`config.mk`:
```
export PLATFORM = sky130hd
export DESIGN_NAME = csv_field_tokenizer_flat
export DESIGN_NICKNAME = d
export VERILOG_FILES = /design/src/rtl/core/csv_tok_pkg.sv /design/src/rtl/core/csv_tok_if.sv /design/src/rtl/core/csv_tok_parser.sv /design/src/rtl/core/csv_tok_outq.sv /design/src/rtl/core/csv_field_tokenizer.sv /design/src/flat_wrapper.sv
export VERILOG_INCLUDE_DIRS = /design/src /design/src/rtl/core
export SDC_FILE = /design/constraint.sdc
export NUM_CORES = 1
export LEC_CHECK = 0
export ABC_AREA = 1
export BUFFER_PORTS_ARGS = -buffer_cell sky130_fd_sc_hd__buf_2
export CAP_MARGIN = 25
export CORE_ASPECT_RATIO = 1.75
export CORE_MARGIN = 2
export CORE_UTILIZATION = 50
export CTS_CLUSTER_DIAMETER = 200
export DETAILED_ROUTE_END_ITERATION = 8
export PLACE_DENSITY = 0.69
export RECOVER_POWER = 100
export SLEW_MARGIN = 20
export SYNTH_ARGS = -nofsm -noshare
export SYNTH_HDL_FRONTEND = slang
export SYNTH_HIERARCHICAL = 1
export SYNTH_SLANG_ARGS = --single-unit
```
`constraint.sdc`:
```
create_clock -name clk -period 5.5 [get_ports clk]
set_input_delay 0.825 -clock clk [delete_from_list [all_inputs] [get_ports clk]]
set_output_delay 0.825 -clock clk [all_outputs]
set_load 0.02 [all_outputs]
```
`src/rtl/core/csv_field_tokenizer_defines.svh`:
```
// assertion macros shared by the csv tokenizer rtl
// no dependencies; the assertions drop out when SYNTH is defined
`ifndef CSV_FIELD_TOKENIZER_DEFINES_SVH
`define CSV_FIELD_TOKENIZER_DEFINES_SVH

`ifndef SYNTH
`define CSV_ASSERT(lbl, clk, rst_n, prop) \
    lbl: assert property (@(posedge clk) disable iff (!rst_n) prop) \
        else $error("csv tokenizer assertion failed");
`define CSV_ASSERT_NEVER(lbl, clk, rst_n, expr) \
    lbl: assert property (@(posedge clk) disable iff (!rst_n) !(expr)) \
        else $error("csv tokenizer forbidden condition");
`else
`define CSV_ASSERT(lbl, clk, rst_n, prop)
`define CSV_ASSERT_NEVER(lbl, clk, rst_n, expr)
`endif

`endif

```
`src/rtl/core/csv_tok_pkg.sv`:
```
// types and constants for the csv field tokenizer
// no dependencies; used by every rtl file of the block
package csv_tok_pkg;

    localparam logic [7:0] QUOTE_BYTE   = 8'h22;
    localparam logic [7:0] NEWLINE_BYTE = 8'h0A;
    localparam logic [7:0] DELIM_RESET  = 8'h2C;

    localparam logic CMD_TEXT  = 1'b0;
    localparam logic CMD_FLUSH = 1'b1;

    localparam int Q_DEPTH = 4;
    localparam int Q_IDX_W = $clog2(Q_DEPTH);
    localparam int Q_CNT_W = $clog2(Q_DEPTH + 1);

    typedef enum logic [1:0] {
        KIND_DATA   = 2'd0,
        KIND_FIELD  = 2'd1,
        KIND_RECORD = 2'd2,
        KIND_EMPTY  = 2'd3
    } kind_t;

    typedef enum logic [1:0] {
        MODE_START  = 2'd0,
        MODE_PLAIN  = 2'd1,
        MODE_QUOTED = 2'd2,
        MODE_QSEEN  = 2'd3
    } mode_t;

    typedef struct packed {
        kind_t      kind;
        logic [7:0] data_byte;
        logic       last_of_run;
    } result_t;

    // up to two results come out of one step
    typedef struct packed {
        logic [1:0] count;
        result_t    res0;
        result_t    res1;
    } step_t;

endpackage

```
`src/rtl/core/csv_tok_if.sv`:
```
// handshake interfaces for the csv field tokenizer channels
// depends on csv_tok_pkg
interface csv_tok_in_if
    import csv_tok_pkg::*;
();
    logic       valid;
    logic       ready;
    logic       cmd;
    logic [7:0] text_byte;

    modport source (output valid, output cmd, output text_byte, input ready);
    modport sink (input valid, input cmd, input text_byte, output ready);
endinterface

interface csv_tok_out_if
    import csv_tok_pkg::*;
();
    logic       valid;
    logic       ready;
    kind_t      kind;
    logic [7:0] data_byte;
    logic       last_of_run;

    modport source (output valid, output kind, output data_byte, output last_of_run,
                    input ready);
    modport sink (input valid, input kind, input data_byte, input last_of_run,
                  output ready);
endinterface

interface csv_tok_cfg_if
    import csv_tok_pkg::*;
();
    logic       valid;
    logic       ready;
    logic [7:0] delimiter_char;

    modport source (output valid, output delimiter_char, input ready);
    modport sink (input valid, input delimiter_char, output ready);
endinterface

```
`src/rtl/core/csv_tok_parser.sv`:
```
// parse state machine: one byte in, up to two results out per step
// depends on csv_tok_pkg and the assertion macros
`include "csv_field_tokenizer_defines.svh"

module csv_tok_parser
    import csv_tok_pkg::*;
(
    input  logic       clk,
    input  logic       rst_n,
    input  logic       step_en,
    input  logic       cmd,
    input  logic [7:0] text_byte,
    input  logic [7:0] delimiter_char,
    output step_t      res
);

    mode_t mode_reg;
    mode_t mode_next;
    logic  record_open_reg;
    logic  record_open_next;
    logic  is_delim;
    logic  is_quote;

    always_ff @(posedge clk or negedge rst_n)
    begin
        if (!rst_n)
        begin
            mode_reg        <= MODE_START;
            record_open_reg <= 1'b0;
        end
        else if (step_en)
        begin
            mode_reg        <= mode_next;
            record_open_reg <= record_open_next;
        end
    end

    assign is_delim = (text_byte == delimiter_char);
    assign is_quote = (text_byte == QUOTE_BYTE);

    always_comb
    begin
        mode_next        = mode_reg;
        record_open_next = record_open_reg;
        res.count        = 2'd0;
        res.res0         = '{kind: KIND_DATA, data_byte: 8'h00, last_of_run: 1'b0};
        res.res1         = '{kind: KIND_DATA, data_byte: 8'h00, last_of_run: 1'b0};

        if (cmd == CMD_FLUSH)
        begin
            if (record_open_reg || mode_reg != MODE_START)
            begin
                res.count     = 2'd1;
                res.res0.kind = KIND_RECORD;
            end
            mode_next        = MODE_START;
            record_open_next = 1'b0;
        end
        else if (text_byte == NEWLINE_BYTE)
        begin
            res.count = 2'd1;
            if (mode_reg == MODE_START && !record_open_reg)
                res.res0.kind = KIND_EMPTY;
            else
                res.res0.kind = KIND_RECORD;
            mode_next        = MODE_START;
            record_open_next = 1'b0;
        end
        else
        begin
            record_open_next = 1'b1;
            unique case (mode_reg)
                MODE_START:
                begin
                    if (is_delim)
                    begin
                        res.count     = 2'd1;
                        res.res0.kind = KIND_FIELD;
                    end
                    else if (is_quote)
                        mode_next = MODE_QUOTED;
                    else
                    begin
                        res.count          = 2'd1;
                        res.res0.data_byte = text_byte;
                        mode_next          = MODE_PLAIN;
                    end
                end
                MODE_PLAIN:
                begin
                    res.count = 2'd1;
                    if (is_delim)
                    begin
                        res.res0.kind = KIND_FIELD;
                        mode_next     = MODE_START;
                    end
                    else
                        res.res0.data_byte = text_byte;
                end
                MODE_QUOTED:
                begin
                    if (is_quote)
                        mode_next = MODE_QSEEN;
                    else
                    begin
                        res.count          = 2'd1;
                        res.res0.data_byte = text_byte;
                    end
                end
                MODE_QSEEN:
                begin
                    if (is_quote)
                    begin
                        // doubled quote collapses to one
                        res.count          = 2'd1;
                        res.res0.data_byte = QUOTE_BYTE;
                        mode_next          = MODE_QUOTED;
                    end
                    else if (is_delim)
                    begin
                        res.count     = 2'd1;
                        res.res0.kind = KIND_FIELD;
                        mode_next     = MODE_START;
                    end
                    else
                    begin
                        // lone quote is kept, field stays quoted
                        res.count          = 2'd2;
                        res.res0.data_byte = QUOTE_BYTE;
                        res.res1.data_byte = text_byte;
                        mode_next          = MODE_QUOTED;
                    end
                end
                default:
                    mode_next = MODE_START;
            endcase
        end

        if (res.count == 2'd1)
            res.res0.last_of_run = 1'b1;
        else if (res.count == 2'd2)
            res.res1.last_of_run = 1'b1;
    end

    `CSV_ASSERT(a_pair_only_after_quote, clk, rst_n, step_en && res.count == 2'd2 |-> mode_reg == MODE_QSEEN)
    `CSV_ASSERT(a_flush_clears_state, clk, rst_n, step_en && cmd == CMD_FLUSH |=> mode_reg == MODE_START && !record_open_reg)
    `CSV_ASSERT(a_quoted_implies_open, clk, rst_n, mode_reg != MODE_START |-> record_open_reg)

endmodule

```
`src/rtl/core/csv_tok_outq.sv`:
```
// small result queue: takes up to two results a cycle, gives one
// depends on csv_tok_pkg, csv_tok_if and the assertion macros
`include "csv_field_tokenizer_defines.svh"

module csv_tok_outq
    import csv_tok_pkg::*;
(
    input  logic                clk,
    input  logic                rst_n,
    input  logic                push_en,
    input  step_t               push,
    output logic                room,
    csv_tok_out_if.source       tok_out
);

    result_t              entry_reg [Q_DEPTH];
    logic [Q_IDX_W-1:0]   wr_ptr_reg;
    logic [Q_IDX_W-1:0]   wr_ptr_next;
    logic [Q_IDX_W-1:0]   rd_ptr_reg;
    logic [Q_IDX_W-1:0]   rd_ptr_next;
    logic [Q_CNT_W-1:0]   cnt_reg;
    logic [Q_CNT_W-1:0]   cnt_next;
    logic [1:0]           push_cnt;
    logic                 pop;

    assign push_cnt = push_en ? push.count : 2'd0;
    assign pop      = tok_out.valid && tok_out.ready;
    // space for a full step of two results
    assign room     = (cnt_reg <= Q_CNT_W'(Q_DEPTH - 2));

    always_comb
    begin
        wr_ptr_next = wr_ptr_reg + Q_IDX_W'(push_cnt);
        rd_ptr_next = rd_ptr_reg + Q_IDX_W'(pop);
        cnt_next    = cnt_reg + Q_CNT_W'(push_cnt) - Q_CNT_W'(pop);
    end

    always_ff @(posedge clk or negedge rst_n)
    begin
        if (!rst_n)
        begin
            wr_ptr_reg <= '0;
            rd_ptr_reg <= '0;
            cnt_reg    <= '0;
        end
        else
        begin
            wr_ptr_reg <= wr_ptr_next;
            rd_ptr_reg <= rd_ptr_next;
            cnt_reg    <= cnt_next;
        end
    end

    always_ff @(posedge clk)
    begin
        if (push_cnt != 2'd0)
            entry_reg[wr_ptr_reg] <= push.res0;
        if (push_cnt == 2'd2)
            entry_reg[wr_ptr_reg + Q_IDX_W'(1)] <= push.res1;
    end

    assign tok_out.valid       = (cnt_reg != '0);
    assign tok_out.kind        = entry_reg[rd_ptr_reg].kind;
    assign tok_out.data_byte   = entry_reg[rd_ptr_reg].data_byte;
    assign tok_out.last_of_run = entry_reg[rd_ptr_reg].last_of_run;

    `CSV_ASSERT_NEVER(a_cnt_in_range, clk, rst_n, cnt_reg > Q_CNT_W'(Q_DEPTH))
    `CSV_ASSERT_NEVER(a_push_fits, clk, rst_n, push_en && !room)
    `CSV_ASSERT(a_ptr_gap, clk, rst_n, cnt_reg == '0 || cnt_reg == Q_CNT_W'(Q_DEPTH) |-> wr_ptr_reg == rd_ptr_reg)

endmodule

```
`src/rtl/core/csv_field_tokenizer.sv`:
```
// csv field tokenizer: splits a byte stream of csv text into field bytes and end marks
// depends on csv_tok_pkg, csv_tok_if, csv_tok_parser and csv_tok_outq
//
// text_in carries one command per transfer: a text byte (cmd 0) or an end-of-text
// flush (cmd 1). tok_out gives the results: data bytes, field end, field and record
// end, empty record; last_of_run marks the final result of one input transfer.
// cfg sets the delimiter byte (comma after reset); it is always ready. cfg should be
// written only while the block is idle; the block itself does not enforce this.
// an input transfer lands in an input register; the parse step then runs once the
// queue has room and pushes its results into a four entry queue, from whose
// registered entries tok_out is driven.
// one input is taken every cycle while the queue has room; a quote followed by an
// ordinary byte inside a quoted field gives two results, and tok_out moves one
// result per cycle, so a run of such pairs drains at one result per cycle.
// the step stalls while the queue has fewer than two free entries; a stalled
// receiver therefore holds text_in ready low after the input register fills.
// reset clears the parse state, the queue and restores the comma delimiter.
module csv_field_tokenizer
    import csv_tok_pkg::*;
(
    input  logic           clk,
    input  logic           rst_n,
    csv_tok_in_if.sink     text_in,
    csv_tok_out_if.source  tok_out,
    csv_tok_cfg_if.sink    cfg
);

    logic       in_vld_reg;
    logic       in_cmd_reg;
    logic [7:0] in_byte_reg;
    logic [7:0] delim_reg;
    logic       step_fire;
    logic       room;
    step_t      step_res;

    assign step_fire     = in_vld_reg && room;
    assign text_in.ready = !in_vld_reg || step_fire;
    assign cfg.ready     = 1'b1;

    always_ff @(posedge clk or negedge rst_n)
    begin
        if (!rst_n)
        begin
            in_vld_reg <= 1'b0;
            delim_reg  <= DELIM_RESET;
        end
        else
        begin
            if (text_in.ready)
                in_vld_reg <= text_in.valid;
            if (cfg.valid)
                delim_reg <= cfg.delimiter_char;
        end
    end

    // payload only moves on an input transfer
    always_ff @(posedge clk)
    begin
        if (text_in.valid && text_in.ready)
        begin
            in_cmd_reg  <= text_in.cmd;
            in_byte_reg <= text_in.text_byte;
        end
    end

    csv_tok_parser u_parser (
        .clk            (clk),
        .rst_n          (rst_n),
        .step_en        (step_fire),
        .cmd            (in_cmd_reg),
        .text_byte      (in_byte_reg),
        .delimiter_char (delim_reg),
        .res            (step_res)
    );

    csv_tok_outq u_outq (
        .clk     (clk),
        .rst_n   (rst_n),
        .push_en (step_fire),
        .push    (step_res),
        .room    (room),
        .tok_out (tok_out)
    );

endmodule
```
`src/flat_wrapper.sv`:
```
// flat-port wrapper written by rule: the top's interface ports become plain ports
module csv_field_tokenizer_flat import csv_tok_pkg::*;
  (clk, rst_n, text_in_valid, text_in_cmd, text_in_text_byte, text_in_ready, tok_out_valid, tok_out_kind, tok_out_data_byte, tok_out_last_of_run, tok_out_ready, cfg_valid, cfg_delimiter_char, cfg_ready);
  csv_tok_in_if text_in_i ();
  csv_tok_out_if tok_out_i ();
  csv_tok_cfg_if cfg_i ();
  input  logic clk;
  input  logic rst_n;
  input wire logic [$bits(text_in_i.valid)-1:0] text_in_valid;
  input wire logic [$bits(text_in_i.cmd)-1:0] text_in_cmd;
  input wire logic [$bits(text_in_i.text_byte)-1:0] text_in_text_byte;
  output wire logic [$bits(text_in_i.ready)-1:0] text_in_ready;
  output wire logic [$bits(tok_out_i.valid)-1:0] tok_out_valid;
  output wire logic [$bits(tok_out_i.kind)-1:0] tok_out_kind;
  output wire logic [$bits(tok_out_i.data_byte)-1:0] tok_out_data_byte;
  output wire logic [$bits(tok_out_i.last_of_run)-1:0] tok_out_last_of_run;
  input wire logic [$bits(tok_out_i.ready)-1:0] tok_out_ready;
  input wire logic [$bits(cfg_i.valid)-1:0] cfg_valid;
  input wire logic [$bits(cfg_i.delimiter_char)-1:0] cfg_delimiter_char;
  output wire logic [$bits(cfg_i.ready)-1:0] cfg_ready;
  assign text_in_i.valid = text_in_valid;
  assign text_in_i.cmd = text_in_cmd;
  assign text_in_i.text_byte = text_in_text_byte;
  assign text_in_ready = text_in_i.ready;
  assign tok_out_valid = tok_out_i.valid;
  assign tok_out_kind = tok_out_i.kind;
  assign tok_out_data_byte = tok_out_i.data_byte;
  assign tok_out_last_of_run = tok_out_i.last_of_run;
  assign tok_out_i.ready = tok_out_ready;
  assign cfg_i.valid = cfg_valid;
  assign cfg_i.delimiter_char = cfg_delimiter_char;
  assign cfg_ready = cfg_i.ready;
  csv_field_tokenizer u_core (.clk(clk), .rst_n(rst_n), .text_in(text_in_i), .tok_out(tok_out_i), .cfg(cfg_i));
endmodule
```
==> flow_summary.toml, run 1 <==
[status]
status = "complete, no violations"

[timing]
setup_viol = 0
fin_skew_ns = 0.00796
relSlewSlack = 0.320
clock.fmax_mhz = 281
tightest_slew_ns = 1.02
finalCritPeriodShare = 0.648
drv_slew = 0
finalHoldViolCount = 0
rsz0062_at_grt = "no"
fin_crit_ns = 3.56
fin_tns_setup_ns = 0

[die]
die_w_um = 74.2
die_area_um2 = 9420
row_count = 44
coreArea_um2 = 8370
die_h_um = 127
start_util = 0.516
io_pins = 36

[layout]
final_area_um2 = 4510
diodes = 0
largest_reg_flops = 44
area_growth_syn_to_layout_pct = 4.49
final_common_cell = "nand2_1"
fin_util = 0.539
mostFrequentLayoutCells = "133 x nand2_1, 82 x o21ai_0, 69 x nor2_1"
drive_gt1_frac = 0.125
nNetsFinal = 557

[pwr]
p_sw_frac = 0.392
combPwrFrac = 0.371
powerDensity_nw_per_um2 = 468
fin_total_pwr_mw = 2.11
vdd.ir_drop.worst_mv = 0.224
p_clk_frac = 0.240
seqPwrFrac = 0.389
p_leak_nw = 1.98
p_int_mw = 1.28
switchingPower_mw = 0.828

[grt]
grt_pass1_vias = 3124
grt_max_degree = 24
grt_use_total = 0.199
grt-ovfl-total = 0
grt_pass1_wl_um = 14200
antenna_found_initial = 0

[detailed_routing]
num_vias = 3217
drc = 0
first_pass_iters = 4
postRouteAntennaNets = 0
drt_iter0_markers = 146
wl_um = 8500
vias_per_cell = 4.95
routedWlPerCell_um = 13.1

[synth]
syn-cell-area_um2 = 4320
yosysUniqueCellTypes = 30
synthXorXnorAreaFrac = 0.00812
synth_compound_area_frac = 0.160
synth-simple-area-share = 0.240
synth.avg_cell_area_um2 = 8.58
synth-edff-count = 53
synth_top_family_by_area = "simple AND/OR/NAND/NOR gates"
synth-seq-cells = 72
ys_async_sr_fraction = 0.264
yosys_warnings = 6
synth_fa_ha_area_frac = 0.0133
ys.flop_type = "edfxtp_1"
yosys-mux-area-fraction = 0
synthCells = 503
ys_seq_area_frac = 0.480

[setup_path]
critPathCaptureType = "flip-flop"
cp-start-kind = "flip-flop"
crit_start = "u_core/in_byte_reg[7]"
r2r_end = "u_core/u_outq/entry_reg[0][2]"
path_class = "reg -> reg"
reg2reg_depth = 12
r2r-start = "u_core/in_byte_reg[7]"
arrival_ns = 3.53
r2r_slack_ns = 1.94
cp_max_fo = 23
required_ns = 5.47

[clock_network]
root_buffer = "clkbuf_16"
post_cts_buffers = 0
cts_hold_buffers = 0
cts_buffers = 9
clock-sinks = 72
clkSlewWorstSetupHoldPaths_ns = 0.05
clockBufferDepth = 2
clk_latency_ns = 0.33
cts_resized = 0
htree_num_levels = 3
tritoncts = "yes"

[place]
placed_area_um2 = 4480
gp_congestion = 0.877
io_buffers = 34
dp_hpwl_um = 6690

[hold_path]
holdPathEnd = "u_core/u_outq/rd_ptr_reg[1]"
worstHoldPathType = "reg -> reg"
holdPathStages = 2
hp-start = "u_core/u_outq/rd_ptr_reg[1]"

[run]
drv_cap = 0
-- cells in the mapped netlist, types with 2 or more instances --
cell | count | area [µm²]
a21oi_1 | 5 | 25.0
a22oi_1 | 2 | 15.0
buf_2 | 6 | 30.0
buf_4 | 4 | 30.0
buf_6 | 9 | 101
conb_1 | 2 | 7.51
dfrtp_1 | 16 | 400
dfstp_2 | 3 | 78.8
edfxtp_1 | 53 | 1590
ha_1 | 3 | 37.5
inv_1 | 62 | 233
inv_2 | 6 | 22.5
nand2_1 | 127 | 477
nand2_2 | 6 | 37.5
nand2_4 | 6 | 67.6
nand3_1 | 6 | 30.0
nand3_2 | 3 | 30.0
nand4_1 | 4 | 25.0
nor2_1 | 65 | 244
nor2_2 | 6 | 37.5
nor2_4 | 2 | 22.5
nor2_8 | 2 | 40.0
nor3_1 | 3 | 15.0
o21ai_0 | 44 | 220
o21ai_1 | 6 | 30.0
o21ai_2 | 45 | 394
xnor2_1 | 4 | 35.0
-- power groups by stage --
stage / Sequential [mW] / Clock, mW / Combinational, mW
after global placement: 0.829 / 0 / 0.828
after detailed placement: 0.834 / 0 / 0.859
final: 0.823 / 0.507 / 0.783
after global routing: 0.837 / 0.541 / 0.901
after floorplan: 0.807 / 0 / 0.666
after CTS: 0.825 / 0.519 / 0.862
-- how the worst max path moves through the flow --
stage,end,slack [ns],depth (start not counted)
after floorplan,u_core/u_outq/cnt_reg[2],2.90,15
after global placement,u_core/u_outq/entry_reg[1][5],2.65,9
after detailed placement,u_core/u_outq/entry_reg[1][5],2.55,9
after CTS,u_core/u_outq/entry_reg[1][9],2.54,9
after global routing,u_core/u_outq/entry_reg[2][2],1.57,12
final,u_core/u_outq/entry_reg[0][2],1.94,12
-- worst max-delay path, stage by stage (launching register included) --
cell,delay (ns)
edfxtp_1,0.40
nor2_1,0.11
nand3_2,0.09
nor2_1,0.10
nor2_1,0.30
inv_1,0.14
nor2_1,0.26
nand2_1,0.26
inv_1,0.10
nand2_1,0.11
nor2_1,0.23
nand2_1,0.50
nand2_1,0.59
-- logic make-up (layout without fill, tap and decap cells) --
| family | count (synthesis) | count (layout) |
|---|---|---|
| other | 2 | 3 |
| buffers and inverters | 87 | 118 |
| adder cells (fa/ha/maj) | 4 | 4 |
| flip-flops | 72 | 72 |
| XOR/XNOR | 4 | 4 |
| AO/OA/AOI/OAI | 103 | 103 |
| AND/OR/NAND/NOR | 231 | 231 |
-- through the flow --
stage          setup slack, ns  cells  hold WS [ns]
6_report                  1.94    650         0.471
5_1_grt                   1.57    650         0.496
4_1_cts                   2.54    650         0.436
3_5_place_dp              2.55    635         0.460
3_3_place_gp              2.65    635         0.454
2_1_floorplan             2.90    504         0.442
-- per-layer routing --
metal	vias up	GRT usage	share of wire	wire length, µm
met2	76	0.355	0.54	4600
met1	1460	0.218	0.40	3410
met5	-	0	0	0
li1	1664	-	-	-
met4	0	0.0966	0.022	191
met3	17	0.0405	0.035	295
-- cell type report --
type                       instances  area, µm²
tap                              115        144
clock buffer                      11        233
sequential                        72       2070
inverter                          68        255
timing repair buffer              35        158
multi-input combinational        345       1630
clock inverter                     4       22.5
fill                             860       3860
No activity file was read; power rests on OpenSTA's default activity.
==> inputs of run 2 (changes only) <==
Settings changed: PLACE_DENSITY 0.69 to 0.71.
Clock period 5.5 ns to 3.2 ns, I/O delays scaled along.
==> run 2 against run 1 <==
Compared with the run above:
- final cell count is 0.15% higher
- register-to-register slack worse by 1.7 ns
- clock skew shrank 0.0021 ns
- non-clock buffer count grew 1
- sequential share of layout area down 0.86 points
- critical path type unchanged
- highest routed layer unchanged
==> flow_summary.toml, run 2 (synthesis results as in run 1) <==
[status]
status = "complete, no violations"

[grt]
grtUsageMet3 = 0.0445
use_met2 = 0.430
grt-ovfl-total = 0
grt_max_degree = 24
antenna_found_initial = 0
grtUsageMet1 = 0.221
grt_pass1_vias = 3440
grt_pass1_wl_um = 16400
grt_use_total = 0.237
top_usage_layer = "met2"

[pwr]
p_leak_nw = 2.07
combPwrFrac = 0.382
p_int_mw = 2.29
vdd.ir_drop.worst_mv = 0.436
p_sw_frac = 0.403
powerDensity_nw_per_um2 = 834
switchingPower_mw = 1.54
p_clk_frac = 0.248
seqPwrFrac = 0.370

[clock_network]
cts_resized = 0
clk_latency_ns = 0.33
cts_buffers = 9
cts_hold_buffers = 0
post_cts_buffers = 0
clock-sinks = 72
root_buffer = "clkbuf_16"
clkSlewWorstSetupHoldPaths_ns = 0.05
clockBufferDepth = 2
tritoncts = "yes"
htree_num_levels = 3

[detailed_routing]
vias_per_cell = 5.23
num_vias = 3405
wl_um = 10500
routedWlPerCell_um = 16.1
drc = 0
postRouteAntennaNets = 0
drt_iter0_markers = 250
first_pass_iters = 5

[setup_path]
arrival_ns = 2.92
crit_slowest_cell = "edfxtp_1"
crit_buf_inv = 2
path_class = "reg -> reg"
cp_max_fo = 11
worstPathCellList = "nor2_1 > nand3_1 > nor2_4 > nor2_4 > inv_2 > a21oi_1 > a22oi_1 > nand2_1 > inv_1 > o21ai_0 > nand2_1"
cp-start-kind = "flip-flop"
required_ns = 3.17
critPathCaptureType = "flip-flop"
cp_top_family = "simple AND/OR/NAND/NOR gates"
slowest_delay_ns = 0.43
r2r_slack_ns = 0.25

[place]
dp_hpwl_um = 8070
gp_congestion = 0.858
placed_area_um2 = 4490
dp.cells = 636
io_buffers = 34
post-place-ws_ns = 0.278

[layout]
final_area_um2 = 4600
nNetsFinal = 558
final_common_cell = "nand2_1"
area_growth_syn_to_layout_pct = 6.49
drive_gt1_frac = 0.134
diodes = 0
fill_cells = 861
largest_reg_flops = 44
mostFrequentLayoutCells = "127 x nand2_1, 82 x o21ai_0, 65 x nor2_1"
final_cells = 651

[run]
drv_cap = 0

[timing]
fin_skew_ns = 0.00590
drv_slew = 0
rsz0062_at_grt = "no"
setup_slack_ns = 0.246
setup_viol = 0
relSlewSlack = 0.311
fin_crit_ns = 2.95
tightest_slew_ns = 1.03
finalHoldViolCount = 0
finalCritPeriodShare = 0.923
fin_tns_setup_ns = 0
whs_ns = 0.311
clock.fmax_mhz = 339

[die]
die_h_um = 127
io_pins = 36
die_w_um = 74.2
die_area_um2 = 9420
row_count = 44
start_util = 0.516
coreArea_um2 = 8370

[hold_path]
worstHoldPathType = "in -> async"
## run 2: cell type report
class / count / area, µm² / share of cell area
clock buffer: 11 / 233 / 0.0506
sequential: 72 / 2070 / 0.451
timing repair buffer: 36 / 163 / 0.0354
inverter: 68 / 255 / 0.0555
tap: 115 / 144 / 0.0313
clock inverter: 4 / 46.3 / 0.0101
multi-input combinational: 345 / 1680 / 0.366
## run 2: per-layer routing
layer  vias to the layer above  routed length, µm
met5                         -                  0
met4                         0                832
met3                        44                366
met2                       109               5800
met1                      1580               3480
li1                       1672                  -
## run 2: power groups by stage
| stage | combinational (mW) | clock (mW) | sequential, mW |
|---|---|---|---|
| 4_1_cts | 1.57 | 0.967 | 1.42 |
| 3_5_place_dp | 1.56 | 0 | 1.44 |
| 2_1_floorplan | 1.14 | 0 | 1.39 |
| 6_report | 1.46 | 0.949 | 1.42 |
| 3_3_place_gp | 1.53 | 0 | 1.42 |
| 5_1_grt | 1.65 | 1.00 | 1.44 |
## run 2: final timing paths
| check | startpoint | end | cells past startpoint |
|---|---|---|---|
| worst max-delay path | u_core/in_byte_reg[7] | u_core/u_outq/entry_reg[0][1] | 11 |
| worst max register to register | u_core/in_byte_reg[7] | u_core/u_outq/entry_reg[0][1] | 11 |
| min in group clk | text_in_cmd | u_core/in_cmd_reg | 1 |
| worst min-delay path | rst_n | u_core/u_outq/wr_ptr_reg[1] | 1 |
| worst min register to register | u_core/u_outq/rd_ptr_reg[1] | u_core/u_outq/rd_ptr_reg[1] | 2 |
| max in group asynchronous | rst_n | u_core/delim_reg[1] | 1 |
## run 2: stage by stage
step | util | total power, mW
floorplan | - | 2.53
CTS | 0.570 | 3.95
global placement | 0.536 | 2.96
finish | 0.549 | 3.83
global route | 0.549 | 4.09
detailed placement | 0.536 | 3.00
## run 2: worst reg2reg max path: stages (launching register included)
cell and delay [ns]:
edfxtp_1 0.43, nor2_1 0.24, nand3_1 0.21, nor2_4 0.23
nor2_4 0.07, inv_2 0.09, a21oi_1 0.06, a22oi_1 0.41
nand2_1 0.14, inv_1 0.17, o21ai_0 0.11, nand2_1 0.43
